===== src/design/ule_pkg.sv =====
// Shared types and constants for the UTF-8 terminal line editor.
package ule_pkg;

    // Keyboard byte codes with a meaning to the editor
    localparam logic [7:0] CH_ESC       = 8'h1b;
    localparam logic [7:0] CH_CSI_OPEN  = 8'h5b;
    localparam logic [7:0] CH_SS3_OPEN  = 8'h4f;
    localparam logic [7:0] CH_CR        = 8'h0d;
    localparam logic [7:0] CH_LF        = 8'h0a;
    localparam logic [7:0] CH_CTRL_C    = 8'h03;
    localparam logic [7:0] CH_CTRL_D    = 8'h04;
    localparam logic [7:0] CH_BS        = 8'h08;
    localparam logic [7:0] CH_DEL       = 8'h7f;
    localparam logic [7:0] CH_CTRL_U    = 8'h15;
    localparam logic [7:0] CH_SPACE     = 8'h20;

    // Result kinds on the output stream
    typedef enum logic [2:0] {
        KIND_ECHO  = 3'd0,
        KIND_ERASE = 3'd1,
        KIND_LINE  = 3'd2,
        KIND_ENDED = 3'd3,
        KIND_INTR  = 3'd4,
        KIND_EOF   = 3'd5
    } kind_t;

    // Commands passed from the classifier to the executor
    typedef enum logic [2:0] {
        CMD_PRINT     = 3'd0,
        CMD_ENTER     = 3'd1,
        CMD_INTR      = 3'd2,
        CMD_CTRL_D    = 3'd3,
        CMD_ERASE_ONE = 3'd4,
        CMD_ERASE_ALL = 3'd5,
        CMD_EOF       = 3'd6
    } cmd_op_t;

    typedef struct packed {
        cmd_op_t    op;
        logic [7:0] data;
    } cmd_t;

endpackage


===== src/design/ule_front.sv =====
// Input classifier: tracks escape sequences and turns keyboard bytes into commands.
module ule_front (
    input  logic          clk,
    input  logic          rst_n,
    input  logic          s_axis_tvalid,
    output logic          s_axis_tready,
    input  logic [7:0]    s_axis_tdata,   // [7:0] rx_byte
    input  logic          s_axis_tuser,   // [0] end_of_input
    input  logic          q_full,
    output logic          q_push,
    output ule_pkg::cmd_t q_cmd
);
    import ule_pkg::*;

    typedef enum logic [2:0] {
        ESC_IDLE = 3'b001,
        ESC_SEEN = 3'b010,
        ESC_INTRO = 3'b100
    } esc_state_t;

    esc_state_t esc_reg, esc_next;
    logic       accept;
    logic       useful;
    cmd_op_t    op;

    assign s_axis_tready = !q_full;
    assign accept        = s_axis_tvalid && s_axis_tready;

    // Classify the byte and advance the escape tracker
    always_comb
    begin
        esc_next = esc_reg;
        useful   = 1'b0;
        op       = CMD_PRINT;
        if (s_axis_tuser)
        begin
            useful   = 1'b1;
            op       = CMD_EOF;
            esc_next = ESC_IDLE;
        end
        else
        begin
            case (esc_reg)
                ESC_SEEN:
                begin
                    if (s_axis_tdata == CH_CSI_OPEN || s_axis_tdata == CH_SS3_OPEN)
                        esc_next = ESC_INTRO;
                    else
                        esc_next = ESC_IDLE;
                end
                ESC_INTRO:
                begin
                    esc_next = ESC_IDLE;
                end
                default:
                begin
                    if (s_axis_tdata == CH_ESC)
                        esc_next = ESC_SEEN;
                    else if (s_axis_tdata == CH_CR || s_axis_tdata == CH_LF)
                    begin
                        useful = 1'b1;
                        op     = CMD_ENTER;
                    end
                    else if (s_axis_tdata == CH_CTRL_C)
                    begin
                        useful = 1'b1;
                        op     = CMD_INTR;
                    end
                    else if (s_axis_tdata == CH_CTRL_D)
                    begin
                        useful = 1'b1;
                        op     = CMD_CTRL_D;
                    end
                    else if (s_axis_tdata == CH_BS || s_axis_tdata == CH_DEL)
                    begin
                        useful = 1'b1;
                        op     = CMD_ERASE_ONE;
                    end
                    else if (s_axis_tdata == CH_CTRL_U)
                    begin
                        useful = 1'b1;
                        op     = CMD_ERASE_ALL;
                    end
                    else if (s_axis_tdata >= CH_SPACE)
                    begin
                        useful = 1'b1;
                        op     = CMD_PRINT;
                    end
                end
            endcase
        end
    end

    assign q_push = accept && useful;
    assign q_cmd  = {op, s_axis_tdata};

    always_ff @(posedge clk or negedge rst_n)
    begin
        if (!rst_n)
            esc_reg <= ESC_IDLE;
        else if (accept)
            esc_reg <= esc_next;
    end

endmodule


===== src/design/ule_cmdq.sv =====
// Two-entry command queue between the classifier and the executor.
module ule_cmdq (
    input  logic          clk,
    input  logic          rst_n,
    input  logic          push,
    input  ule_pkg::cmd_t push_cmd,
    output logic          full,
    input  logic          pop,
    output logic          head_valid,
    output ule_pkg::cmd_t head_cmd
);
    import ule_pkg::*;

    cmd_t       slot_reg [2];
    logic       wr_ptr_reg, wr_ptr_next;
    logic       rd_ptr_reg, rd_ptr_next;
    logic [1:0] count_reg, count_next;
    logic       do_push, do_pop;

    assign full       = count_reg == 2'd2;
    assign head_valid = count_reg != 2'd0;
    assign head_cmd   = slot_reg[rd_ptr_reg];
    assign do_push    = push && !full;
    assign do_pop     = pop && head_valid;

    // Pointer and occupancy update
    always_comb
    begin
        wr_ptr_next = do_push ? !wr_ptr_reg : wr_ptr_reg;
        rd_ptr_next = do_pop ? !rd_ptr_reg : rd_ptr_reg;
        count_next  = count_reg;
        if (do_push && !do_pop)
            count_next = count_reg + 2'd1;
        else if (do_pop && !do_push)
            count_next = count_reg - 2'd1;
    end

    always_ff @(posedge clk or negedge rst_n)
    begin
        if (!rst_n)
        begin
            wr_ptr_reg <= 1'b0;
            rd_ptr_reg <= 1'b0;
            count_reg  <= 2'd0;
        end
        else
        begin
            wr_ptr_reg <= wr_ptr_next;
            rd_ptr_reg <= rd_ptr_next;
            count_reg  <= count_next;
        end
    end

    // Payload storage
    always_ff @(posedge clk)
    begin
        if (do_push)
            slot_reg[wr_ptr_reg] <= push_cmd;
    end

endmodule


===== src/design/ule_back.sv =====
// Command executor: owns the line store, erases code points and streams lines out.
module ule_back #(
    parameter int LINE_BYTES = 32
) (
    input  logic          clk,
    input  logic          rst_n,
    input  logic          cmd_valid,
    input  ule_pkg::cmd_t cmd,
    output logic          cmd_pop,
    output logic          m_axis_tvalid,
    input  logic          m_axis_tready,
    output logic [7:0]    m_axis_tdata,   // [7:0] value
    output logic [2:0]    m_axis_tuser,   // [2:0] kind
    output logic          m_axis_tlast
);
    import ule_pkg::*;

    localparam int LEN_W  = $clog2(LINE_BYTES + 1);
    localparam int ADDR_W = $clog2(LINE_BYTES);
    localparam logic [LEN_W-1:0] LEN_FULL = LEN_W'(LINE_BYTES);

    typedef enum logic [5:0] {
        ST_IDLE       = 6'b000001,
        ST_STREAM_RD  = 6'b000010,
        ST_STREAM_OUT = 6'b000100,
        ST_ERASE_RD   = 6'b001000,
        ST_ERASE_CHK  = 6'b010000,
        ST_ERASE_EMIT = 6'b100000
    } state_t;

    // Code point of a lead byte and up to three trailing continuation bytes
    function automatic logic [20:0] decode_cp(
        input logic [7:0] lead,
        input logic [7:0] c1,
        input logic [7:0] c2,
        input logic [7:0] c3,
        input logic [1:0] n_after
    );
        logic [20:0] cp;
        begin
            cp = {13'd0, lead};
            if (lead >= 8'hc0 && lead < 8'he0)
            begin
                if (n_after >= 2'd1)
                    cp = {10'd0, lead[4:0], c1[5:0]};
            end
            else if (lead >= 8'he0 && lead < 8'hf0)
            begin
                if (n_after >= 2'd2)
                    cp = {5'd0, lead[3:0], c1[5:0], c2[5:0]};
            end
            else if (lead >= 8'hf0 && lead < 8'hf8)
            begin
                if (n_after == 2'd3)
                    cp = {lead[2:0], c1[5:0], c2[5:0], c3[5:0]};
            end
            return cp;
        end
    endfunction

    // Terminal columns taken by a code point
    function automatic logic [1:0] cp_width(input logic [20:0] cp);
        logic [1:0] w;
        begin
            w = 2'd1;
            if (cp == 21'd0 ||
                (cp >= 21'h0300 && cp <= 21'h036f) ||
                (cp >= 21'h200b && cp <= 21'h200f) ||
                (cp >= 21'hfe00 && cp <= 21'hfe0f))
                w = 2'd0;
            else if ((cp >= 21'h1100 && cp <= 21'h115f) ||
                     (cp >= 21'h2329 && cp <= 21'h232a) ||
                     (cp >= 21'h2e80 && cp <= 21'ha4cf) ||
                     (cp >= 21'hac00 && cp <= 21'hd7a3) ||
                     (cp >= 21'hf900 && cp <= 21'hfaff) ||
                     (cp >= 21'hfe10 && cp <= 21'hfe6f) ||
                     (cp >= 21'hff00 && cp <= 21'hffe6) ||
                     (cp >= 21'h1f300 && cp <= 21'h1faff) ||
                     (cp >= 21'h20000 && cp <= 21'h3fffd))
                w = 2'd2;
            return w;
        end
    endfunction

    logic [7:0]        mem [LINE_BYTES];
    logic [7:0]        rd_data_reg;

    state_t            state_reg, state_next;
    logic [LEN_W-1:0]  len_reg, len_next;
    logic [LEN_W-1:0]  idx_reg, idx_next;
    logic [ADDR_W-1:0] pos_reg, pos_next;
    logic [1:0]        n_after_reg, n_after_next;
    logic              all_reg, all_next;
    logic [7:0]        c1_reg, c1_next;
    logic [7:0]        c2_reg, c2_next;
    logic [7:0]        c3_reg, c3_next;
    logic [20:0]       cp_reg, cp_next;

    logic              out_valid_reg;
    logic [7:0]        out_value_reg;
    kind_t             out_kind_reg;
    logic              out_last_reg;

    logic              can_emit;
    logic              emit;
    kind_t             emit_kind;
    logic [7:0]        emit_value;
    logic              emit_last;
    logic              wr_en;
    logic              rd_en;
    logic [ADDR_W-1:0] rd_addr;
    logic [LEN_W-1:0]  len_m1;

    assign can_emit = !out_valid_reg || m_axis_tready;
    assign len_m1   = len_reg - LEN_W'(1);

    // Sequencer
    always_comb
    begin
        state_next   = state_reg;
        len_next     = len_reg;
        idx_next     = idx_reg;
        pos_next     = pos_reg;
        n_after_next = n_after_reg;
        all_next     = all_reg;
        c1_next      = c1_reg;
        c2_next      = c2_reg;
        c3_next      = c3_reg;
        cp_next      = cp_reg;
        cmd_pop      = 1'b0;
        emit         = 1'b0;
        emit_kind    = KIND_ECHO;
        emit_value   = 8'd0;
        emit_last    = 1'b1;
        wr_en        = 1'b0;
        rd_en        = 1'b0;
        rd_addr      = idx_reg[ADDR_W-1:0];

        case (state_reg)
            ST_IDLE:
            begin
                if (cmd_valid)
                begin
                    case (cmd.op)
                        CMD_EOF, CMD_INTR:
                        begin
                            if (can_emit)
                            begin
                                cmd_pop   = 1'b1;
                                emit      = 1'b1;
                                emit_kind = (cmd.op == CMD_EOF) ? KIND_EOF : KIND_INTR;
                                len_next  = '0;
                            end
                        end
                        CMD_PRINT:
                        begin
                            if (len_reg == LEN_FULL)
                                cmd_pop = 1'b1;
                            else if (can_emit)
                            begin
                                cmd_pop    = 1'b1;
                                wr_en      = 1'b1;
                                emit       = 1'b1;
                                emit_kind  = KIND_ECHO;
                                emit_value = cmd.data;
                                len_next   = len_reg + LEN_W'(1);
                            end
                        end
                        CMD_ENTER:
                        begin
                            cmd_pop    = 1'b1;
                            idx_next   = '0;
                            state_next = ST_STREAM_RD;
                        end
                        CMD_CTRL_D:
                        begin
                            if (len_reg != '0)
                            begin
                                cmd_pop    = 1'b1;
                                idx_next   = '0;
                                state_next = ST_STREAM_RD;
                            end
                            else if (can_emit)
                            begin
                                cmd_pop   = 1'b1;
                                emit      = 1'b1;
                                emit_kind = KIND_EOF;
                            end
                        end
                        CMD_ERASE_ONE, CMD_ERASE_ALL:
                        begin
                            cmd_pop = 1'b1;
                            if (len_reg != '0)
                            begin
                                pos_next     = len_m1[ADDR_W-1:0];
                                n_after_next = 2'd0;
                                all_next     = cmd.op == CMD_ERASE_ALL;
                                state_next   = ST_ERASE_RD;
                            end
                        end
                        default:
                        begin
                            cmd_pop = 1'b1;
                        end
                    endcase
                end
            end

            // Line delivery: one store read, then one result per byte
            ST_STREAM_RD:
            begin
                if (idx_reg == len_reg)
                begin
                    if (can_emit)
                    begin
                        emit       = 1'b1;
                        emit_kind  = KIND_ENDED;
                        len_next   = '0;
                        state_next = ST_IDLE;
                    end
                end
                else
                begin
                    rd_en      = 1'b1;
                    state_next = ST_STREAM_OUT;
                end
            end

            ST_STREAM_OUT:
            begin
                if (can_emit)
                begin
                    emit       = 1'b1;
                    emit_kind  = KIND_LINE;
                    emit_value = rd_data_reg;
                    emit_last  = 1'b0;
                    idx_next   = idx_reg + LEN_W'(1);
                    state_next = ST_STREAM_RD;
                end
            end

            // Backward scan over continuation bytes to the lead byte
            ST_ERASE_RD:
            begin
                rd_en      = 1'b1;
                rd_addr    = pos_reg;
                state_next = ST_ERASE_CHK;
            end

            ST_ERASE_CHK:
            begin
                if (rd_data_reg[7:6] == 2'b10 && pos_reg != '0)
                begin
                    c3_next      = c2_reg;
                    c2_next      = c1_reg;
                    c1_next      = rd_data_reg;
                    n_after_next = (n_after_reg == 2'd3) ? 2'd3 : n_after_reg + 2'd1;
                    pos_next     = pos_reg - ADDR_W'(1);
                    state_next   = ST_ERASE_RD;
                end
                else
                begin
                    cp_next    = decode_cp(rd_data_reg, c1_reg, c2_reg, c3_reg, n_after_reg);
                    state_next = ST_ERASE_EMIT;
                end
            end

            ST_ERASE_EMIT:
            begin
                if (can_emit)
                begin
                    emit       = 1'b1;
                    emit_kind  = KIND_ERASE;
                    emit_value = {6'd0, cp_width(cp_reg)};
                    emit_last  = !all_reg || pos_reg == '0;
                    len_next   = LEN_W'(pos_reg);
                    if (all_reg && pos_reg != '0)
                    begin
                        pos_next     = pos_reg - ADDR_W'(1);
                        n_after_next = 2'd0;
                        state_next   = ST_ERASE_RD;
                    end
                    else
                        state_next = ST_IDLE;
                end
            end

            default:
            begin
                state_next = ST_IDLE;
            end
        endcase
    end

    always_ff @(posedge clk or negedge rst_n)
    begin
        if (!rst_n)
        begin
            state_reg     <= ST_IDLE;
            len_reg       <= '0;
            idx_reg       <= '0;
            pos_reg       <= '0;
            n_after_reg   <= 2'd0;
            all_reg       <= 1'b0;
            out_valid_reg <= 1'b0;
        end
        else
        begin
            state_reg   <= state_next;
            len_reg     <= len_next;
            idx_reg     <= idx_next;
            pos_reg     <= pos_next;
            n_after_reg <= n_after_next;
            all_reg     <= all_next;
            if (emit)
                out_valid_reg <= 1'b1;
            else if (m_axis_tready)
                out_valid_reg <= 1'b0;
        end
    end

    // Datapath registers
    always_ff @(posedge clk)
    begin
        c1_reg <= c1_next;
        c2_reg <= c2_next;
        c3_reg <= c3_next;
        cp_reg <= cp_next;
        if (emit)
        begin
            out_kind_reg  <= emit_kind;
            out_value_reg <= emit_value;
            out_last_reg  <= emit_last;
        end
    end

    // Line store, one write and one registered read port
    always_ff @(posedge clk)
    begin
        if (wr_en)
            mem[len_reg[ADDR_W-1:0]] <= cmd.data;
        if (rd_en)
            rd_data_reg <= mem[rd_addr];
    end

    assign m_axis_tvalid = out_valid_reg;
    assign m_axis_tdata  = out_value_reg;
    assign m_axis_tuser  = out_kind_reg;
    assign m_axis_tlast  = out_last_reg;

endmodule


===== src/design/utf8_terminal_line_editor.sv =====
// Top level of the UTF-8 terminal line editor.
//
// Input stream (s_axis): one keyboard byte per transfer in tdata, with tuser
// set when the source has closed. Output stream (m_axis): results with the
// kind in tuser, the echoed byte, line byte or erase column count in tdata,
// and tlast on the final result caused by one input byte.
// A classifier takes bytes, swallows escape sequences and queues commands in
// a two-entry queue; the executor works them off against the line store.
// Printable bytes (while the line has room), Ctrl-C and end of input reach
// m_axis_tvalid through the queue register and then the output register.
// Erase takes the command, reads and checks each stored byte scanned and
// emits one result per code point; line delivery reads and emits each stored
// byte, then the line end, both paced by the single read port of the line
// store. Bytes with no result are absorbed at one per cycle while the queue has room.
// Reset clears the line, the escape tracker, the queue and the output
// register; the line store itself needs no clearing. When the receiver holds
// tready low, the output register holds its result, the executor waits and
// the queue fills, after which s_axis_tready drops.
module utf8_terminal_line_editor #(
    parameter int LINE_BYTES = 32
) (
    input  logic       clk,
    input  logic       rst_n,
    input  logic       s_axis_tvalid,
    output logic       s_axis_tready,
    input  logic [7:0] s_axis_tdata,   // [7:0] rx_byte
    input  logic       s_axis_tuser,   // [0] end_of_input
    output logic       m_axis_tvalid,
    input  logic       m_axis_tready,
    output logic [7:0] m_axis_tdata,   // [7:0] value
    output logic [2:0] m_axis_tuser,   // [2:0] kind
    output logic       m_axis_tlast
);
    import ule_pkg::*;

    logic q_full;
    logic q_push;
    cmd_t q_cmd;
    logic q_pop;
    logic head_valid;
    cmd_t head_cmd;

    ule_front u_front (
        .clk           (clk),
        .rst_n         (rst_n),
        .s_axis_tvalid (s_axis_tvalid),
        .s_axis_tready (s_axis_tready),
        .s_axis_tdata  (s_axis_tdata),
        .s_axis_tuser  (s_axis_tuser),
        .q_full        (q_full),
        .q_push        (q_push),
        .q_cmd         (q_cmd)
    );

    ule_cmdq u_cmdq (
        .clk        (clk),
        .rst_n      (rst_n),
        .push       (q_push),
        .push_cmd   (q_cmd),
        .full       (q_full),
        .pop        (q_pop),
        .head_valid (head_valid),
        .head_cmd   (head_cmd)
    );

    ule_back #(
        .LINE_BYTES (LINE_BYTES)
    ) u_back (
        .clk           (clk),
        .rst_n         (rst_n),
        .cmd_valid     (head_valid),
        .cmd           (head_cmd),
        .cmd_pop       (q_pop),
        .m_axis_tvalid (m_axis_tvalid),
        .m_axis_tready (m_axis_tready),
        .m_axis_tdata  (m_axis_tdata),
        .m_axis_tuser  (m_axis_tuser),
        .m_axis_tlast  (m_axis_tlast)
    );

endmodule


===== config.mk =====
export PLATFORM = sky130hd
export DESIGN_NAME = utf8_terminal_line_editor
export DESIGN_NICKNAME = d
export VERILOG_FILES = /design/src/design/ule_pkg.sv /design/src/design/ule_front.sv /design/src/design/ule_cmdq.sv /design/src/design/ule_back.sv /design/src/design/utf8_terminal_line_editor.sv
export SDC_FILE = /design/constraint.sdc
export NUM_CORES = 1
export LEC_CHECK = 0
export BUFFER_PORTS_ARGS = -buffer_cell sky130_fd_sc_hd__buf_2
export CAP_MARGIN = 30
export CORE_ASPECT_RATIO = 0.9
export CORE_MARGIN = 5
export CORE_UTILIZATION = 30
export CTS_CLUSTER_SIZE = 25
export DETAILED_ROUTE_END_ITERATION = 10
export PLACE_DENSITY = 0.47
export SYNTH_ARGS = -nofsm -noshare
export SYNTH_HDL_FRONTEND = slang
export SYNTH_SLANG_ARGS = --single-unit

===== constraint.sdc =====
create_clock -name clk -period 3.2 [get_ports clk]
set_input_delay 0.32 -clock clk [delete_from_list [all_inputs] [get_ports clk]]
set_output_delay 0.32 -clock clk [all_outputs]
set_load 0.02 [all_outputs]

## Yosys cells after proc, flatten, opt, wreduce, memory -nomap -nowiden

Memory sizes are Yosys's and may differ from the RTL's. A register that Yosys moved wholly into a read port is not among the register bits.
Index checks and enable logic that the tools add are counted.

- Register bits: 85
- Bits of input ports: 13
- Word-level logic and storage cells: 291
- Latch bits: 0
- Memories kept: 2
- Bits in read-only memories: 0
- Memory bits (writable): 278

Memories:

| name | words | width | read ports | clocked after Yosys merged registers in | write ports | line | RTL |
|---|---|---|---|---|---|---|---|
| u_back.mem | 32 | 8 | 1 | 1 | 1 | ule_back.sv:85 | `logic [7:0] mem [LINE_BYTES];` |
| u_cmdq.slot_reg | 2 | 11 | 1 | 0 | 1 | ule_cmdq.sv:14 | `cmd_t slot_reg [2];` |

- Reduce and logical (&&, ||, !) cells: 70
- Divide/modulo/power cells: 0
- $lt $le $gt $ge: 33
- Bitwise operators: 1
- Eq/ne operators: 45
- Multiply operators: 0
- $add $sub $neg: 7
- Shift-type cells: 0
- Multiplexer cells: 115

Operators by type and width:

| kind | number |
|---|---|
| $le A21 B16 Y1 const B | 6 |
| $ge A21 B16 Y1 const B | 5 |
| $mux W6 | 17 |
| $mux W21 | 4 |
| $ge A21 B14 Y1 const B | 3 |
| $mux W3 | 16 |
| $le A21 B14 Y1 const B | 2 |
| $mux W8 | 5 |
| $pmux W6 S2 | 3 |
| $pmux W6 S3 | 2 |
| $pmux W6 S6 | 1 |
| $mux W5 | 7 |
| $mux W1 | 32 |
| $mux W2 | 14 |
| $eq A8 B4 Y1 const B | 3 |
| $eq A8 B7 Y1 const B | 3 |
| $ge A8 B8 Y1 const B | 3 |
| $lt A8 B8 Y1 const B | 3 |
| $pmux W8 S3 | 1 |
| $logic_and A1 B1 Y1 | 23 |
| $ge A21 B10 Y1 const B | 1 |
| $ge A21 B13 Y1 const B | 1 |
| $ge A21 B17 Y1 const B | 1 |
| $ge A21 B18 Y1 const B | 1 |
| 55 further kinds | 114 |

## Logic depth before layout (Yosys ltp)

Gate-level depths: netlist of the first run.

- Word-level depth: 16
- Gate-level depth with buffers: 11
- Gate-level depth less buffers: 11

## Cells and area by module

A second synthesis of the first run with hierarchy kept.

- Cells, all modules: 1345
- Area, all modules: 16612.2 um^2

By module, submodules not included:

| module | area an instance (um^2) | instances | cells an instance | seq. area each (um^2) |
|---|---|---|---|---|
| ule_back | 15014.4 | 1 | 1216 | 10136.0 |
| ule_cmdq | 1037.2 | 1 | 53 | 760.7 |
| ule_front | 560.5 | 1 | 76 | 76.3 |

## Least setup slack after synthesis of the first run

No wires, ideal clock.

- Path kind: reg-to-reg
- From: register u_back.len_reg[0]
- To: register u_back.out_value_reg[0] (netlist: u_back.m_axis_tdata[0]) (enable)
- Path buffers: 0
- Path slack: 0.369 ns
- Data arrival time: 2.446 ns
- Data required time: 2.815 ns
- Stages on the path, launching flop included: 8
- Setup time: 0.385 ns
- Cell sequence: dfrtp_1 inv_1 ha_1 or4b_1 nor2_1 nand2_1 a211o_1 a21oi_1

- Cells in the longest elaborated chain, start to end: 5
- Elaborated cells on any way between the ends: 9
- Classes of those cells: eq/ne (2); mux (6); reduce/logical (1)

Ends and longest elaborated chain:

| what | line | RTL |
|---|---|---|
| from (decl) | ule_back.sv:89 | `logic [LEN_W-1:0] len_reg, len_next;` |
| from (signal assigned) | ule_back.sv:310 | `len_reg <= len_next;` |
| $eq A6 B6 Y1 / $reduce_bool A6 Y1 (equally long branches) | ule_back.sv:157, ule_back.sv:177 |  |
| $mux W1 (on tied branches) | ule_back.sv:157, ule_back.sv:177 |  |
| $pmux W1 S3 | ule_back.sv:144 | `case (cmd.op)` |
| $mux W1 | ule_back.sv:142 | `if (cmd_valid)` |
| $pmux W1 S3 (*) | ule_back.sv:139 | `case (state_reg)` |
| net u_back.emit | ule_back.sv:105 | `logic emit;` |
| to (signal assigned) | ule_back.sv:332 | `out_value_reg <= emit_value;` |
| to (decl) | ule_back.sv:100 | `logic [7:0] out_value_reg;` |

The timed path passes the listed nets; every way through them passes the cells marked *.
A chain may end at the register's enable or synchronous reset.

## Worst setup path in the final report of the first run

- From: register u_back.state_reg[1]
- To: register u_back.rd_data_reg[0], read port of u_back.mem, data pin

- Cells in the longest elaborated chain, start to end: 2
- Elaborated cells on any way between the ends: 4
- Classes of those cells: eq/ne (2); mux (2)

Ends and longest elaborated chain:

| what | line | RTL |
|---|---|---|
| from (decl) | ule_back.sv:88 | `state_t state_reg, state_next;` |
| from (signal assigned) | ule_back.sv:309 | `state_reg <= state_next;` |
| $eq A6 B4 Y1 / $eq A6 B2 Y1 (equally long branches) | ule_back.sv:139 |  |
| $pmux W1 S2 / $mux W5 (equally long branches) | ule_back.sv:139 |  |
| to (decl) | ule_back.sv:86 | `logic [7:0] rd_data_reg;` |

Parallel ways exist; a longest one is shown, timed or not.

==> results by group, run 1 <==
Final layout
  – Share of layout cells above drive strength 1: ~16%
  – Max FFs per register: between 200 and 300
  – # nets final: ~1400
  – N_diodes: 0
  – Non-Filler Instances: 2083
  – Area growth, synth to finish: 17.99%
  – Filler cell count: 5219

STA
  – Fin. max-slew vios: 0
  – Final Skew: 0.01828 ns
  – Unrepaired setup endpoints after global routing: no
  – Worst slew margin: between 40% and 50%
  – Fmax: between 0.3 and 0.4 GHz
  – Worst Max-Slew Pin Slew: 0.8551 ns
  – Setup WS post-layout: between 0.2 and 0.25 ns
  – Min Clock Period, post-route: 2.985 ns
  – Ratio of final minimum period to clock period: 93.27%
  – # setup viols final: 0
  – Setup tns final: 0 ns
  – Hold Violations, Final: 0

GRT
  – Initial antenna violation count: 3
  – Largest net degree at the start of global routing: 45
  – Total GRT Usage: 15.07%
  – GRT Residual Overflow: 0
  – Vias in the first global route: 10530
  – First-pass GRT wire length: roughly 68 mm

Setup path
  – Crit path arrival time: 3.40 ns
  – CP Capture Type: register
  – Kind of critical path: reg -> reg
  – CP most frequent cell: buf_12
  – Worst Path Required: between 3 and 4 ns
  – CP startpoint kind: register
  – Slowest stage delay, CP: 0.46 ns
  – Worst path slowest cell: dfrtp_1
  – CP max FO: 38
  – FF-to-FF path depth: 10
  – Crit-path cells: nor2_2 > nand2_2 > clkinv_4 > mux2i_4 > buf_12 > buf_12 > nand2_1 > a32oi_1 > nand4_1 > nor2_1

Clocking
  – Clock transition at path regs: approximately 0.060 ns
  – Max Buffers Root-to-Sink: 3
  – Clk_lat worst skew: about 0.56 ns
  – Clk root buf: clkbuf_16
  – Num CTS Buffers: 42
  – H-tree Lvls: 2
  – Clk sink count: 371
  – CTS tree: yes
  – Postcts setup bufs: 0

Placement
  – Pre-CTS setup slack: 0.2555 ns
  – Detailed placement HPWL: just over 30 mm
  – # placed instances: 2008
  – Placer's final routability congestion estimate: 0.8442
  – # port buffers: 26

Routing
  – Drt pass-1 iters: 5
  – Initial DRC count: 851
  – Post-Route WL: 45.62 mm
  – DRC Markers: 0
  – Final ANT Viol Nets: 0
  – Vias per cell: 5.183
  – Vias: roughly 11000
  – DR WL/cell: 21.90 um

Status
  – Status: complete, no violations

Synth
  – Register area share after synthesis: 67.35%
  – Synth Cell Area: 16290 um2
  – Post-Syn Nets: ~1300
  – Yosys top cell area share: between 60% and 70%
  – Flops & latches, synth: 371
  – Syn Inst Count: 1237
  – Post-synth EDFFs: 337
  – Top cells by area, synth: edfxtp_1, dfrtp_1, mux2i_1
  – Most common flop cell mapped by yosys: edfxtp_1
  – Leading area contributor after synthesis: edfxtp_1
  – Yosys warnings: 0
  – Post-synthesis async set-or-reset flop share: 9.164%
  – Cell variety after synth: between 70 and 80
  – Syn avg cell area: 13.17 um2

Floorplan
  – Number of cell rows: slightly above 80
  – Initial core utilization: 30.16%
  – Core area: 54020 um2
  – Die Ht: around 230 um
  – Die width: 255.6 um
  – IO Pins: 27
  – Die Area: 59070 um2

Power
  – Leakage power: 6.925 nW
  – Final Power: 15.56 mW
  – PwrDens: 809.4 nW/um2
  – Worst vdd ir: roughly 0.00038 V

Flow run
  – MaxCap Viol Count: 0

Worst hold path
  – Hold depth: 1
  – Worst Hold Class: in -> reg
-- worst max-delay path, delay by kind of cell (launching register included) --
family                 cells  cell delay, ns
buffers and inverters      3            0.60
and+or+nand+nor            5            1.13
AOI/OAI and AO/OA          1            0.35
DFF                        1            0.46
muxes                      1            0.26
-- power by group --
part | internal (mW) | switching [mW] | leakage, nW | total [mW]
Combinational | 1.40 | 2.74 | 2.77 | 4.15
Sequential | 6.14 | 0.368 | 3.49 | 6.50
Clock | 2.95 | 1.96 | 0.669 | 4.91
-- cell usage in the layout, fill, tap and decap left out, drive strengths merged, types with 20 or more instances in the layout --
cell / Yosys / final
edfxtp: 337 / 337
nand2: 180 / 180
buf: 28 / 124
nor2: 101 / 101
mux2i: 80 / 80
a32oi: 63 / 63
clkbuf: 30 / 50
o21ai: 44 / 44
a21oi: 35 / 35
dfrtp: 32 / 32
nor3: 28 / 28
nand4: 25 / 25
nand3: 22 / 22
inv: 20 / 22
mux2: 20 / 20
-- layout make-up --
| cell class | instances | area (um2) | area share, % |
|---|---|---|---|
| sequential | 371 | 10970 | 57.09 |
| multi-input combinational | 787 | 4950 | 25.75 |
| clock buffer | 50 | 1102 | 5.735 |
| timing repair buffer | 127 | 945.9 | 4.921 |
| tap | 705 | 882.1 | 4.589 |
| clock inverter | 22 | 285.3 | 1.484 |
| inverter | 21 | 83.83 | 0.4361 |
-- per-stage QoR --
| stage | area (um2) | hold slack (ns) | utilization [%] |
|---|---|---|---|
| after global routing | 19220 | 0.02242 | 35.58 |
| after global placement | 17800 | 0.4631 | 32.96 |
| final | 19220 | 0.03825 | 35.58 |
| after floorplan | 16290 | 0.02441 | - |
| after detailed placement | 17800 | 0.4728 | 32.96 |
| after CTS | 19220 | 0.002526 | 35.58 |
-- repair_timing --
action | CTS | global route
endpoints found under the hold margin | 36 | 0
hold buffers | 3 | 0
resized for setup | 0 | 0
-- worst paths after layout --
kind / from / endpoint / slack (ns)
max: u_back.state_reg[1]$_DFFE_PN0P_ / u_back.rd_data_reg[0]$_DFFE_PP_ / 0.22
min: s_axis_tdata[6] / u_cmdq.slot_reg[1][6]$_DFFE_PP_ / 0.04
max reg2reg: u_back.state_reg[1]$_DFFE_PN0P_ / u_back.rd_data_reg[0]$_DFFE_PP_ / 0.22
min reg2reg: u_cmdq.wr_ptr_reg$_DFFE_PN0P_ / u_cmdq.wr_ptr_reg$_DFFE_PN0P_ / 0.49
max in group asynchronous: rst_n / u_back.idx_reg[0]$_DFFE_PN0P_ / 2.26
min in group asynchronous: rst_n / u_front.esc_reg[2]$_DFFE_PN0P_ / 0.39
-- routing by layer --
metal / GRT usage, % / part of all wire [%] / vias to the layer above
met2: 23.38 / 45 / 326
met3: 3.301 / 6.3 / 71
li1: - / - / 5005
met5: 0 / 0.028 / -
met4: 3.558 / 2.0 / 2
met1: 21.76 / 47 / 5392
-- Yosys cell counts (8+ instances only) --
cell	n
edfxtp_1	337
a32oi_1	63
nor4_1	12
a211oi_1	9
dfrtp_1	32
buf_2	18
xor2_1	8
clkbuf_1	29
or3_1	8
inv_1	20
mux2i_1	79
a22o_1	12
nand2_1	179
and3_1	12
o21ai_0	44
a21oi_1	34
o22ai_1	11
nor2_1	100
nand4_1	24
nand3_1	22
mux2_2	19
nor3_1	28
nor2b_1	13
nand2b_1	12
-- cell families after synthesis --
| family | after synthesis | synth area share [%] |
|---|---|---|
| xor gates and xnor gates | 15 | 0.8064 |
| adders and majority gates | 7 | 0.5376 |
| AOI/OAI and AO/OA | 226 | 10.01 |
| buffers and inverters | 79 | 2.319 |
| and+or+nand+nor | 439 | 12.63 |
| DFF | 371 | 67.35 |
| muxes | 100 | 6.344 |
Power figures use the tool's default switching activity.
==> run 2: changes to the inputs <==
BUFFER_PORTS_ARGS = -buffer_cell sky130_fd_sc_hd__clkbuf_2   (was -buffer_cell sky130_fd_sc_hd__buf_2)
SYNTH_HIERARCHICAL = 1   (was not set)
==> run 2 against run 1 <==
Effect of this change:
- combinational power down 17%
- critical path depth down 2
- critical path type unchanged
- wire length down 0.48%
==> results by group, run 2 <==
Clocking
  – Postcts setup bufs: 0 (unchanged)
  – Max Buffers Root-to-Sink: 3 (unchanged)
  – Clk sink count: 371 (unchanged)
  – Clock transition at path regs: 0.06 ns (about the same)
  – Num CTS Buffers: 40 (-4.8%)
  – Clk root buf: clkbuf_16
  – CTS tree: yes
  – H-tree Lvls: 2 (unchanged)
  – Clk_lat worst skew: 0.56 ns (about the same)

Routing
  – Vias per cell: 5.189 (+0.11%)
  – Final ANT Viol Nets: 0 (unchanged)
  – DRC Markers: 0 (unchanged)
  – DR WL/cell: 21.10 um (-3.7%)
  – Vias: 11170 (+3.4%)
  – Post-Route WL: 45.41 mm (-0.48%)
  – Initial DRC count: 907 (+6.6%)
  – Drt pass-1 iters: 5 (unchanged)

STA
  – # setup viols final: 0 (unchanged)
  – Hold Violations, Final: 0 (unchanged)
  – Final Skew: 0.01263 ns (-0.005656 ns)
  – Unrepaired setup endpoints after global routing: no
  – Setup tns final: 0 ns (unchanged)
  – Min Hold Slack: 0.05662 ns (+0.01836 ns)
  – Fmax: 0.3305 GHz (-1.4%)
  – Worst Max-Slew Pin Slew: 0.9247 ns (+0.06964 ns)
  – Ratio of final minimum period to clock period: 94.55% (+1.3 points)
  – Min Clock Period, post-route: 3.026 ns (+0.04097 ns)
  – Setup WS post-layout: 0.1744 ns (-0.04097 ns)
  – Fin. max-slew vios: 0 (unchanged)
  – Worst slew margin: 38.12% (-4.9 points)

Final layout
  – Final Cell Area: 19320 um2 (+0.51%)
  – Area growth, synth to finish: 16.31%
  – Commonest non-fill, non-tap cell in the layout: edfxtp_1
  – Highest-count cells in the layout ignoring fill and taps: edfxtp_1, nand2_1, nand3_1, nor2_1, buf_4
  – Share of layout cells above drive strength 1: 14.80% (-1.5 points)
  – Post-layout util: 35.37% (-0.22 points)
  – Max FFs per register: 256 (unchanged)
  – Non-Filler Instances: 2152 (+3.3%)
  – # nets final: 1436 (+4.8%)

Setup path
  – FF-to-FF path depth: 8 (-2)
  – Crit-path cells: or4_4 > o21ai_2 > nand2_2 > buf_12 > a211oi_1 > a31oi_1 > o2111ai_1 > a22oi_1
  – CP startpoint kind: register
  – Slowest stage delay, CP: 0.61 ns (+0.15 ns)
  – CP Capture Type: register
  – R2R Setup Slk: 0.17 ns (-0.04 ns)
  – Worst Path Required: 3.48 ns (-0.13 ns)
  – Crit path arrival time: 3.30 ns (-0.10 ns)
  – RR Endpoint: u_back/rd_data_reg[0]$_DFFE_PP_
  – Worst path slowest cell: or4_4
  – CP max FO: 42 (+11%)
  – Kind of critical path: reg -> reg
  – Worst reg2reg path startpoint: u_back/state_reg[5]$_DFFE_PN0P_
  – Critical Path Source: u_back/state_reg[5]$_DFFE_PN0P_

Worst hold path
  – Hold depth: 3 (+2)
  – Hold Crit Start: s_axis_tvalid
  – Worst Hold Class: in -> reg
  – Hold EP: u_front/esc_reg[0]$_DFFE_PN1P_

Placement
  – # port buffers: 26 (unchanged)
  – # placed instances: 2075 (+3.3%)
  – Placer's final routability congestion estimate: 0.8278 (-1.9%)
  – Pre-CTS setup slack: 0.02345 ns (-0.2321 ns)
  – Detailed placement HPWL: 30.08 mm (-2.2%)
  – Placed Area: 17920 um2 (+0.63%)

Floorplan
  – Die Area: 60190 um2 (+1.9%)
  – Number of cell rows: 81 (unchanged)
  – IO Pins: 27 (unchanged)
  – Core area: 54630 um2 (+1.1%)
  – Die Ht: 233.2 um (+0.93%)
  – Die width: 258.0 um (+0.94%)
  – Initial core utilization: 30.41% (+0.25 points)

Synth
  – Leading area contributor after synthesis: edfxtp_1
  – Leading cell types by count after synthesis: edfxtp_1, nand2_1, nor2_1
  – Top cells by area, synth: edfxtp_1, nand2_1, dfrtp_1
  – Cell variety after synth: 82 (+11%)
  – Yosys warnings: 6 (+6)
  – Syn Inst Count: 1345 (+8.7%)
  – Most common flop cell mapped by yosys: edfxtp_1
  – Post-synth EDFFs: 337 (unchanged)
  – Post-Syn Nets: 1365 (+8.6%)
  – Register area share after synthesis: 66.05% (-1.3 points)
  – Syn avg cell area: 12.35 um2 (-6.2%)
  – Top-count cell post-synth: edfxtp_1
  – Yosys top cell area share: 60.92% (-1.2 points)
  – Synth Cell Area: 16610 um2 (+2.0%)
  – Post-synthesis async set-or-reset flop share: 9.164% (unchanged)
  – Flops & latches, synth: 371 (unchanged)

Power
  – Switching Share: 31.15% (-1.5 points)
  – Worst vdd ir: 0.0006170 V (+63%)
  – PwrDens: 749.6 nW/um2 (-7.4%)
  – Leakage power: 6.729 nW (-2.8%)
  – Net Switching: 4.512 mW (-11%)
  – Clock power frac: 32.5% (+1.0 points)
  – Logic pwr share: 23.8% (-2.9 points)
  – Internal Power: 9.971 mW (-4.9%)
  – Final Power: 14.48 mW (-6.9%)
  – Reg power frac: 43.7% (+1.9 points)

GRT
  – First-pass GRT wire length: 69.34 mm (+1.4%)
  – Total GRT Usage: 14.98% (-0.089 points)
  – Vias in the first global route: 10970 (+4.1%)
  – GRT Residual Overflow: 0 (unchanged)
  – Largest net degree at the start of global routing: 49 (+8.9%)
  – Initial antenna violation count: 0 (-3)

Status
  – Status: complete, no violations

Flow run
  – MaxCap Viol Count: 0 (unchanged)
-- run 2: layout make-up --
class | instances | area, um2
tap | 705 | 882.1
inverter | 18 | 67.56
multi-input combinational | 870 | 5197
timing repair buffer | 115 | 874.6
clock buffer | 48 | 1052
sequential | 371 | 10970
clock inverter | 24 | 271.5
antenna | 1 | 2.502
fill | 5282 | 35310
-- run 2: critical path, delay by kind of cell (launching register included) --
family / cells / cell delay (ns)
AND/OR/NAND/NOR: 2 / 0.75
flip-flops: 1 / 0.46
buffers and inverters: 1 / 0.20
AO/OA/AOI/OAI: 5 / 1.30
-- run 2: worst max path at each step --
stage                                       end  cells after the start  slack [ns]
6_report        u_back/rd_data_reg[0]$_DFFE_PP_                      8        0.17
5_1_grt         u_back/rd_data_reg[0]$_DFFE_PP_                      8        0.01
4_1_cts             u_back/mem[14][0]$_DFFE_PP_                      7        0.02
3_5_place_dp        u_back/mem[14][5]$_DFFE_PP_                      7        0.02
3_3_place_gp        u_back/mem[14][4]$_DFFE_PP_                      7        0.07
2_1_floorplan  u_back/m_axis_tdata[0]$_DFFE_PP_                     10        0.13
-- run 2: timing repair --
item,in CTS,in global routing
hold buffers,4,0
endpoints found under the hold margin,39,0
resized for setup,0,9
endpoints found under the setup margin,0,97
-- run 2: cells by family (layout without fill, tap and decap cells) --
kind of cell / after synthesis / in the layout / synth area share, %
other: 0 / 1 / 0
AND/OR/NAND/NOR: 540 / 540 / 15.43
multiplexers: 43 / 43 / 2.937
buffers and inverters: 104 / 205 / 2.975
flip-flops: 371 / 371 / 66.05
XOR/XNOR: 17 / 17 / 0.8963
AO/OA/AOI/OAI: 263 / 263 / 11.19
adder cells (fa/ha/maj): 7 / 7 / 0.5272
-- run 2: metal layers --
layer  up-vias  track usage (%)  wire [um]
li1       5270                -          -
met1      5554            22.05      21790
met2       280            22.37      19870
met3        62            3.080       2711
met4         0            4.471       1030
met5         -                0          0
-- run 2: power by group through the flow --
stage          logic [mW]  clock network, mW  registers [mW]
2_1_floorplan        2.08                  0            6.39
3_3_place_gp         3.43                  0            6.43
3_5_place_dp         3.46                  0            6.44
4_1_cts              3.48               4.82            6.34
5_1_grt              3.78               5.05            6.37
6_report             3.45               4.70            6.34
==> run 3: changes to the inputs <==
PLACE_DENSITY = not set   (was 0.47)
PLACE_DENSITY_LB_ADDON = 0.12   (was not set)
==> run 3 against run 2 <==
Effect of this change:
- flip-flop and latch count is the same
- setup slack worse by 0.0094 ns
- clock skew increased by 0.0066 ns
- sequential power hardly changed
- worst hold slack gained 0.018 ns
- final cell count grew 0.65%
- sequential share of layout area decreased by 0.33 points
- largest power group unchanged
- combinational power is 1% higher
- design area rose by 0.58%
==> results by group, run 3 (synthesis results as in run 2) <==
Status
  – Status: complete, no violations

Setup path
  – CP startpoint kind: register
  – Worst Path Required: 3.48 ns (about the same)
  – Crit-path cells: or4_4 > o21ai_4 > nand2_2 > buf_4 > a211oi_1 > a31oi_1 > o2111ai_1 > a22oi_1
  – Critical path's top delay family: compound AO/OA/AOI/OAI gates
  – Slowest stage delay, CP: 0.61 ns (about the same)
  – Crit path buf inv count: 1 (unchanged)
  – CP max FO: 22 (-48%)
  – Kind of critical path: reg -> reg
  – CP Capture Type: register
  – Crit path arrival time: 3.31 ns (about the same)
  – Worst path slowest cell: or4_4

Clocking
  – Postcts setup bufs: 0 (unchanged)
  – Clock transition at path regs: 0.06 ns (about the same)
  – Clk root buf: clkbuf_16
  – Clk_lat worst skew: 0.56 ns (about the same)
  – CTS tree: yes
  – Clk sink count: 371 (unchanged)
  – Num CTS Buffers: 42 (+5.0%)
  – Max Buffers Root-to-Sink: 3 (unchanged)
  – H-tree Lvls: 2 (unchanged)

GRT
  – Largest net degree at the start of global routing: 41 (-16%)
  – Total GRT Usage: 15.76% (+0.78 points)
  – Initial antenna violation count: 0 (unchanged)
  – First-pass GRT wire length: 72.74 mm (+4.9%)
  – Vias in the first global route: 11210 (+2.2%)
  – GRT Residual Overflow: 0 (unchanged)

Final layout
  – Highest-count cells in the layout ignoring fill and taps: edfxtp_1, nand2_1, buf_4, nand3_1, nor2_1
  – N_diodes: 0 (-1)
  – Final Cell Area: 19430 um2 (+0.58%)
  – Post-layout util: 35.57% (+0.20 points)
  – Commonest non-fill, non-tap cell in the layout: edfxtp_1
  – # nets final: 1449 (+0.91%)
  – Area growth, synth to finish: 16.98%
  – Share of layout cells above drive strength 1: 15.33% (+0.53 points)
  – Max FFs per register: 256 (unchanged)

Routing
  – Initial DRC count: 896 (-1.2%)
  – Drt pass-1 iters: 5 (unchanged)
  – DR WL/cell: 22.17 um (+5.1%)
  – DRC Markers: 0 (unchanged)
  – WL met2: 21.20 mm (+6.7%)
  – Met1 WL: 23.62 mm (+8.4%)
  – Highest routed layer: met4
  – Final ANT Viol Nets: 0 (unchanged)
  – Vias per cell: 5.264 (+1.4%)
  – Post-Route WL: 48.01 mm (+5.7%)
  – Vias: 11400 (+2.1%)
  – Met3 routed WL: 2.189 mm (-19%)

Power
  – Switching Share: 31.20% (+0.051 points)
  – Reg power frac: 43.5% (-0.2 points)
  – Logic pwr share: 24.0% (+0.2 points)
  – PwrDens: 748.6 nW/um2 (-0.13%)
  – Leakage power: 6.802 nW (+1.1%)
  – Net Switching: 4.539 mW (+0.61%)
  – Internal Power: 10.01 mW (+0.37%)
  – Clock power frac: 32.5% (about the same)
  – Worst vdd ir: 0.0005138 V (-17%)

STA
  – # setup viols final: 0 (unchanged)
  – Worst Max-Slew Pin Slew: 0.7440 ns (-0.1807 ns)
  – Hold Violations, Final: 0 (unchanged)
  – Setup tns final: 0 ns (unchanged)
  – Ratio of final minimum period to clock period: 94.84% (+0.29 points)
  – Fin. max-slew vios: 0 (unchanged)
  – Min Clock Period, post-route: 3.035 ns (+0.009437 ns)
  – Worst slew margin: 50.21% (+12 points)
  – Unrepaired setup endpoints after global routing: no
  – Fmax: 0.3295 GHz (-0.31%)
  – Final Skew: 0.01924 ns (+0.006610 ns)

Placement
  – Placed Area: 18020 um2 (+0.61%)
  – Placer's final routability congestion estimate: 0.8177 (-1.2%)
  – Detailed placement HPWL: 32.12 mm (+6.8%)
  – # port buffers: 26 (unchanged)

Floorplan
  – IO Pins: 27 (unchanged)
  – Die Ht: 233.2 um (unchanged)
  – Number of cell rows: 81 (unchanged)
  – Die Area: 60190 um2 (unchanged)
  – Die width: 258.0 um (unchanged)
  – Initial core utilization: 30.41% (unchanged)
  – Core area: 54630 um2 (unchanged)

Flow run
  – MaxCap Viol Count: 0 (unchanged)

Worst hold path
  – Worst Hold Class: in -> reg
-- run 3: cell types whose count changed in the layout (fill, tap and decap cells not counted), moves of 2 or more --
cell       previous run  this run
clkinv_2              4         8
nand2_2               3         1
buf_4                79        88
clkbuf_16            41        45
o2111ai_2             4         2
o2111ai_1            14        16
clkbuf_1              7        13
buf_12                5         7
clkinv_1             10         4
bufinv_16             6         3
-- run 3: metrics by stage --
stage               setup slack (ns)  hold slack [ns]  power [mW]  instances
floorplan                     0.1281          0.02441       8.476       1345
global placement              0.1299           0.4667       9.936       2084
detailed placement           0.08263           0.1654       9.944       2086
CTS                          0.07101          0.03013       14.74       2166
global route                 0.03281          0.07022       15.27       2166
finish                        0.1650          0.07416       14.55       2166
-- run 3: cell type report --
type                       count  area, um2
fill                        5307      35190
timing repair buffer         126      982.2
inverter                      18      67.56
tap                          705      882.1
sequential                   371      10970
clock buffer                  58       1175
multi-input combinational    870       5184
clock inverter                18      168.9
-- run 3: power by group through the flow --
stage	clock [mW]	sequential, mW	combinational [mW]
finish	4.73	6.32	3.49
global route	5.09	6.36	3.81
CTS	4.89	6.32	3.53
detailed placement	0	6.42	3.52
global placement	0	6.42	3.51
floorplan	0	6.39	2.08
-- run 3: per-layer routing --
layer / vias up / GRT usage (%)
met3: 61 / 2.324
met5: - / 0
met4: 0 / 4.121
li1: 5292 / -
met1: 5772 / 23.49
met2: 276 / 24.16
-- run 3: path summary, 6_finish.rpt --
check | from | endpoint | slack (ns) | depth (start not counted)
setup / recovery | u_back/state_reg[5]$_DFFE_PN0P_ | u_back/rd_data_reg[1]$_DFFE_PP_ | 0.16 | 8
hold / removal | s_axis_tvalid | u_front/esc_reg[0]$_DFFE_PN1P_ | 0.07 | 3
setup reg to reg | u_back/state_reg[5]$_DFFE_PN0P_ | u_back/rd_data_reg[1]$_DFFE_PP_ | 0.16 | 8
hold reg to reg | u_back/c2_reg[0]$_DFFE_PP_ | u_back/c3_reg[0]$_DFFE_PP_ | 0.48 | 0
max in group asynchronous | rst_n | u_back/state_reg[0]$_DFFE_PN1P_ | 2.60 | 3
min in group asynchronous | rst_n | u_front/esc_reg[2]$_DFFE_PN0P_ | 0.14 | 2
-- run 3: worst min-delay path, cell delays in order --
cell      delay [ns]
clkbuf_2        0.09
nand2b_1        0.12
o31ai_1         0.09
-- run 3: repair_timing --
item,CTS,global route
setup endpoints to repair,0,92
resized for setup,0,7
hold buffers,4,0
hold endpoints to repair,39,0
